**config.mk**
```make
export PLATFORM = sky130hd
export DESIGN_NAME = srrip_ram
export DESIGN_NICKNAME = d
export VERILOG_FILES = /design/src/hdl/assert_macros.svh /design/src/hdl/srrip_ram.sv
export SDC_FILE = /design/constraint.sdc
export NUM_CORES = 2
export LEC_CHECK = 0
export BUFFER_PORTS_ARGS = -buffer_cell sky130_fd_sc_hd__clkbuf_2
export CAP_MARGIN = 20
export CORE_UTILIZATION = 45
export DETAILED_ROUTE_END_ITERATION = 10
export MAX_ROUTING_LAYER = met4
export PLACE_DENSITY = 0.72
export SLEW_MARGIN = 20
export SYNTH_ARGS = -nofsm -noshare
export SYNTH_HDL_FRONTEND = slang
export SYNTH_SLANG_ARGS = --single-unit
```
**constraint.sdc**
```tcl
create_clock -name clk -period 3.5 [get_ports clk]
set_input_delay 0.35 -clock clk [delete_from_list [all_inputs] [get_ports clk]]
set_output_delay 0.35 -clock clk [all_outputs]
set_load 0.005 [all_outputs]
```
**src/hdl/assert_macros.svh**
```systemverilog
// Assertion helpers for the RTL top level, which includes them.
// Depends on nothing; the including module provides clk and rst_n.
`ifndef ASSERT_MACROS_SVH
`define ASSERT_MACROS_SVH

// Same-cycle implication, checked at every rising clock edge out of reset.
`define ASSERT_IMPL(label, ante, cons, msg) \
  label: assert property (@(posedge clk) disable iff (!rst_n) (ante) |-> (cons)) \
    else $error(msg);

// Next-cycle implication.
`define ASSERT_NEXT(label, ante, cons, msg) \
  label: assert property (@(posedge clk) disable iff (!rst_n) (ante) |=> (cons)) \
    else $error(msg);

`endif

```
**src/hdl/srrip_ram.sv**
```systemverilog
// Generic single-clock RAM: one write port, one read port, registered read.
// Depends on nothing.
module srrip_ram #(
  parameter int WIDTH = 8,
  parameter int DEPTH = 256
) (
  input  logic                     clk,
  input  logic                     we,
  input  logic [$clog2(DEPTH)-1:0] waddr,
  input  logic [WIDTH-1:0]         wdata,
  input  logic                     re,
  input  logic [$clog2(DEPTH)-1:0] raddr,
  output logic [WIDTH-1:0]         rdata
);

  logic [WIDTH-1:0] mem [DEPTH];
  logic [WIDTH-1:0] rdata_r;

  always_ff @(posedge clk) begin
    if (we) begin
      mem[waddr] <= wdata;
    end
    // hold read data while no read is issued
    if (re) begin
      rdata_r <= mem[raddr];
    end
  end

  assign rdata = rdata_r;

endmodule

```
---- Yosys cells after proc, flatten, opt, wreduce, memory -nomap -nowiden ----
Memories as Yosys holds them, arrays and structs flattened. A register that Yosys moved wholly into a read port is not among the register bits.
Cells that the tools add are included.
word-level totals
  RAM bits ................................ 2048
  memories kept ........................... 1
  register bits after elaboration ......... 0
  output and inout bits ................... 8
memory list
  name  depth  bits a word  rd ports  clocked after Yosys merged registers in  write ports  RTL line         RTL
  mem   256    8            1         1                                        1            srrip_ram.sv:16  logic [WIDTH-1:0] mem [DEPTH];
cells by class
  multiplexer cells ....................... 2
operator list
  cell     count
  $mux W1  2

---- Logic depth before layout (Yosys ltp) ----
  depth after elaboration ................. 2
  depth in mapped cells ................... 11
  mapped depth without buffers ............ 6

---- Worst setup path after synthesis ----
No wires, ideal clock.
  kind .................................... input port to flip-flop
  start point ............................. input raddr[0]
  end point ............................... register rdata_r[2], in the netlist rdata[2], read port of mem (data pin)
  data arrival time ....................... 2.157 ns
  stages on the path ...................... 9
  path slack .............................. 1.074 ns
  library setup time ...................... 0.269 ns
  path buffers ............................ 4
  required time ........................... 3.231 ns
  path through ............................ buf_6 -> buf_12 -> buf_8 -> buf_2 -> mux4_2 -> a22oi_1 -> a21oi_1 -> nor4_1 -> nor4_2
RTL lines
  element          RTL line         RTL
  start, declared  srrip_ram.sv:12  input logic [$clog2(DEPTH)-1:0] raddr,
  end, declared    srrip_ram.sv:17  logic [WIDTH-1:0] rdata_r;

==> reports/qor.txt <==
number of antenna violations at the first check in global routing: 10
clk root buf: clkbuf_16
most common cell after layout, fill and taps aside: edfxtp_1
TritonCTS Buffers: 197
GRT Residual Overflow: 0
part of the cycle the worst path needs: 85.8%
post-synth top area share: 77.5%
Cells after DPL: 6273
Final Util: 52.0%
Starting Density: 45.3%
Ys Warns: 0
reg2reg setup slack: 0.50 ns
number of synthesized flops with an enable pin: 2056
1st-iter DRT viols: 6225
deepest clock path buffer count: 3
met3 GRT Util: 3.97%
CTS clk-pin slew, worst paths: 0.06 ns
f_max: 333 MHz
Final setup viols: 0
Max FO, Critical Path: 1
Mapped Nets: 3760
CP Class: register to register
Yosys reg bits: 2056
vias in the first global route: 40666
DR pass1 iterations: 6
status: finished, final reports clean
endpoints failing hold: 0
leakage: 28.8 nW
final WL: 197000 um
RD Place Congestion: 0.882
worst path arrival time: 3.58 ns
RSZ-0062 raised after global routing: false
Critical Path End: rdata[6]$_DFFE_PP_
Syn Inst Count: 3733
CTS Sinks: 2056
TNS Setup: 0 ns
sequential area share after synthesis: 77.5%
die area: 0.179 mm2
synth top area cells: edfxtp_1, mux4_2, mux2i_1
hold_buf cts: 0
setup bufs post-CTS: 0
max-cap violations: 0
Critical Path Source Type: register
via density per instance: 6.12
Die H: 423 um
I/O pins: 35
most frequent cells in the layout: edfxtp_1, mux4_2, buf_4
Die X: 423 um
H-tree levels: 4
GR Util met1: 29.7%
port buffer count: 34
CP Data Required Time: 4.07 ns
Max-slew headroom: 19.7%
crit path launch: mem[178][6]$_DFFE_PP_
Slew Viols, Final: 0
Peak VDD IR: 0.471 mV
post-CTS sizing: 0
FF-to-FF Start: mem[178][6]$_DFFE_PP_
Final min period: 3.00 ns
area grow syn2layout: 14.8%
GRT met2 Usage: 35.8%
Worst Hold Class: input port to register
layout cells sized above 1: 27.6%
hpwl dp: 122000 um
Overall Global Routing Usage: 22.6%
leading area contributor after synthesis: edfxtp_1
Syn Area/Cell: 21.3 um2
CTS tree: yes
Final Non-Filler Cells: 6649
Core ar.: 0.176 mm2
largest net degree at the start of global routing: 145
worst reg-to-reg path cell count: 6
DRC violations left: 0
Netlist cell types: 54
Top FF cell, synth: edfxtp_1
Cell Pwr Density: 556 mW/mm2
clock skew: 0.0436 ns
Nets: 4159
first-pass GRT wire length: 285000 um
total power: 50.9 mW
gr busiest metal: met2
worst skew pair latency: 0.85 ns
Post-DRT Antenna Nets: 0
Post-synth ARST share: 0%
capture point of the worst reg-to-reg path: rdata[6]$_DFFE_PP_
critical path capture point type: register
placement row count: 154
via count: 40681
Post-Syn Area: 0.0796 mm2
worst-margin pin slew: 1.19 ns
WL per Instance: 29.6 um
-- report_power, final --
| group | switching [mW] | internal [mW] | leakage (nW) |
|---|---|---|---|
| Sequential | 0.0354 | 27.2 | 18.5 |
| Clock | 9.14 | 12.0 | 3.13 |
| Combinational | 1.62 | 0.941 | 7.20 |
-- routing by layer --
| metal | share of wire, % | vias to the layer above |
|---|---|---|
| li1 | - | 16519 |
| met1 | 37 | 21439 |
| met2 | 49 | 2360 |
| met3 | 9.6 | 363 |
| met4 | 3.6 | 0 |
| met5 | 0 | - |
-- worst min path at each step --
stage | startpoint | endpoint | slack [ns] | depth (start not counted)
2_1_floorplan | wdata[0] | mem[0][0]$_DFFE_PP_ | 0.45 | 0
3_3_place_gp | wdata[5] | mem[134][5]$_DFFE_PP_ | 0.88 | 1
3_5_place_dp | wdata[5] | mem[132][5]$_DFFE_PP_ | 0.90 | 1
4_1_cts | wdata[5] | mem[37][5]$_DFFE_PP_ | 0.01 | 1
5_1_grt | re | rdata[4]$_DFFE_PP_ | 0.03 | 1
6_report | wdata[5] | mem[39][5]$_DFFE_PP_ | 0.03 | 1
-- flip-flops by register name, indices dropped and copies added (netlist names) --
register and flops:
rdata 8, mem 2048
-- synthesized netlist by cell type (21+ instances only) --
cell type	instances
buf_2	31
mux2i_1	134
clkbuf_1	111
a21oi_1	96
buf_6	21
o22ai_1	28
buf_1	22
nor4_1	24
nor2b_1	31
nand3_1	34
edfxtp_1	2056
a22oi_1	133
nor3_1	22
buf_4	27
nand2_1	33
nor2_1	282
o221ai_1	46
mux4_2	454
-- layout make-up --
cell class,count,area (um2)
clock buffer,244,5190
fill,13273,84500
antenna,8,20.0
sequential,2056,61700
timing repair buffer,433,3820
inverter,2,7.51
clock inverter,124,1200
tap,2340,2930
multi-input combinational,1442,16500
-- worst max-delay path, cell delays in order, from the launching register on --
cell and delay, ns:
edfxtp_1 0.39, mux4_2 0.51, a21oi_1 0.31, a21oi_1 0.16, nor4_1 1.01, buf_4 0.29, nor4_2 0.05
-- kinds of logic (layout without fill, tap and decap cells) --
family / count (synthesis) / in the layout / synth area share, %
other: 0 / 8 / 0
DFF: 2056 / 2056 / 77.5
buffers and inverters: 235 / 803 / 1.83
AOI/OAI and AO/OA: 385 / 385 / 3.42
and+or+nand+nor: 466 / 466 / 2.63
muxes: 591 / 591 / 14.6
-- per-stage QoR --
step           setup slack (ns)  hold slack [ns]  area (um2)
2_1_floorplan              1.07            0.449       79600
3_3_place_gp             -0.436            0.879       85000
3_5_place_dp             -0.285            0.895       85000
4_1_cts                   0.542           0.0131       91400
5_1_grt                   0.525           0.0272       91400
6_report                  0.495           0.0340       91400
(Power assumes the default switching activity.)
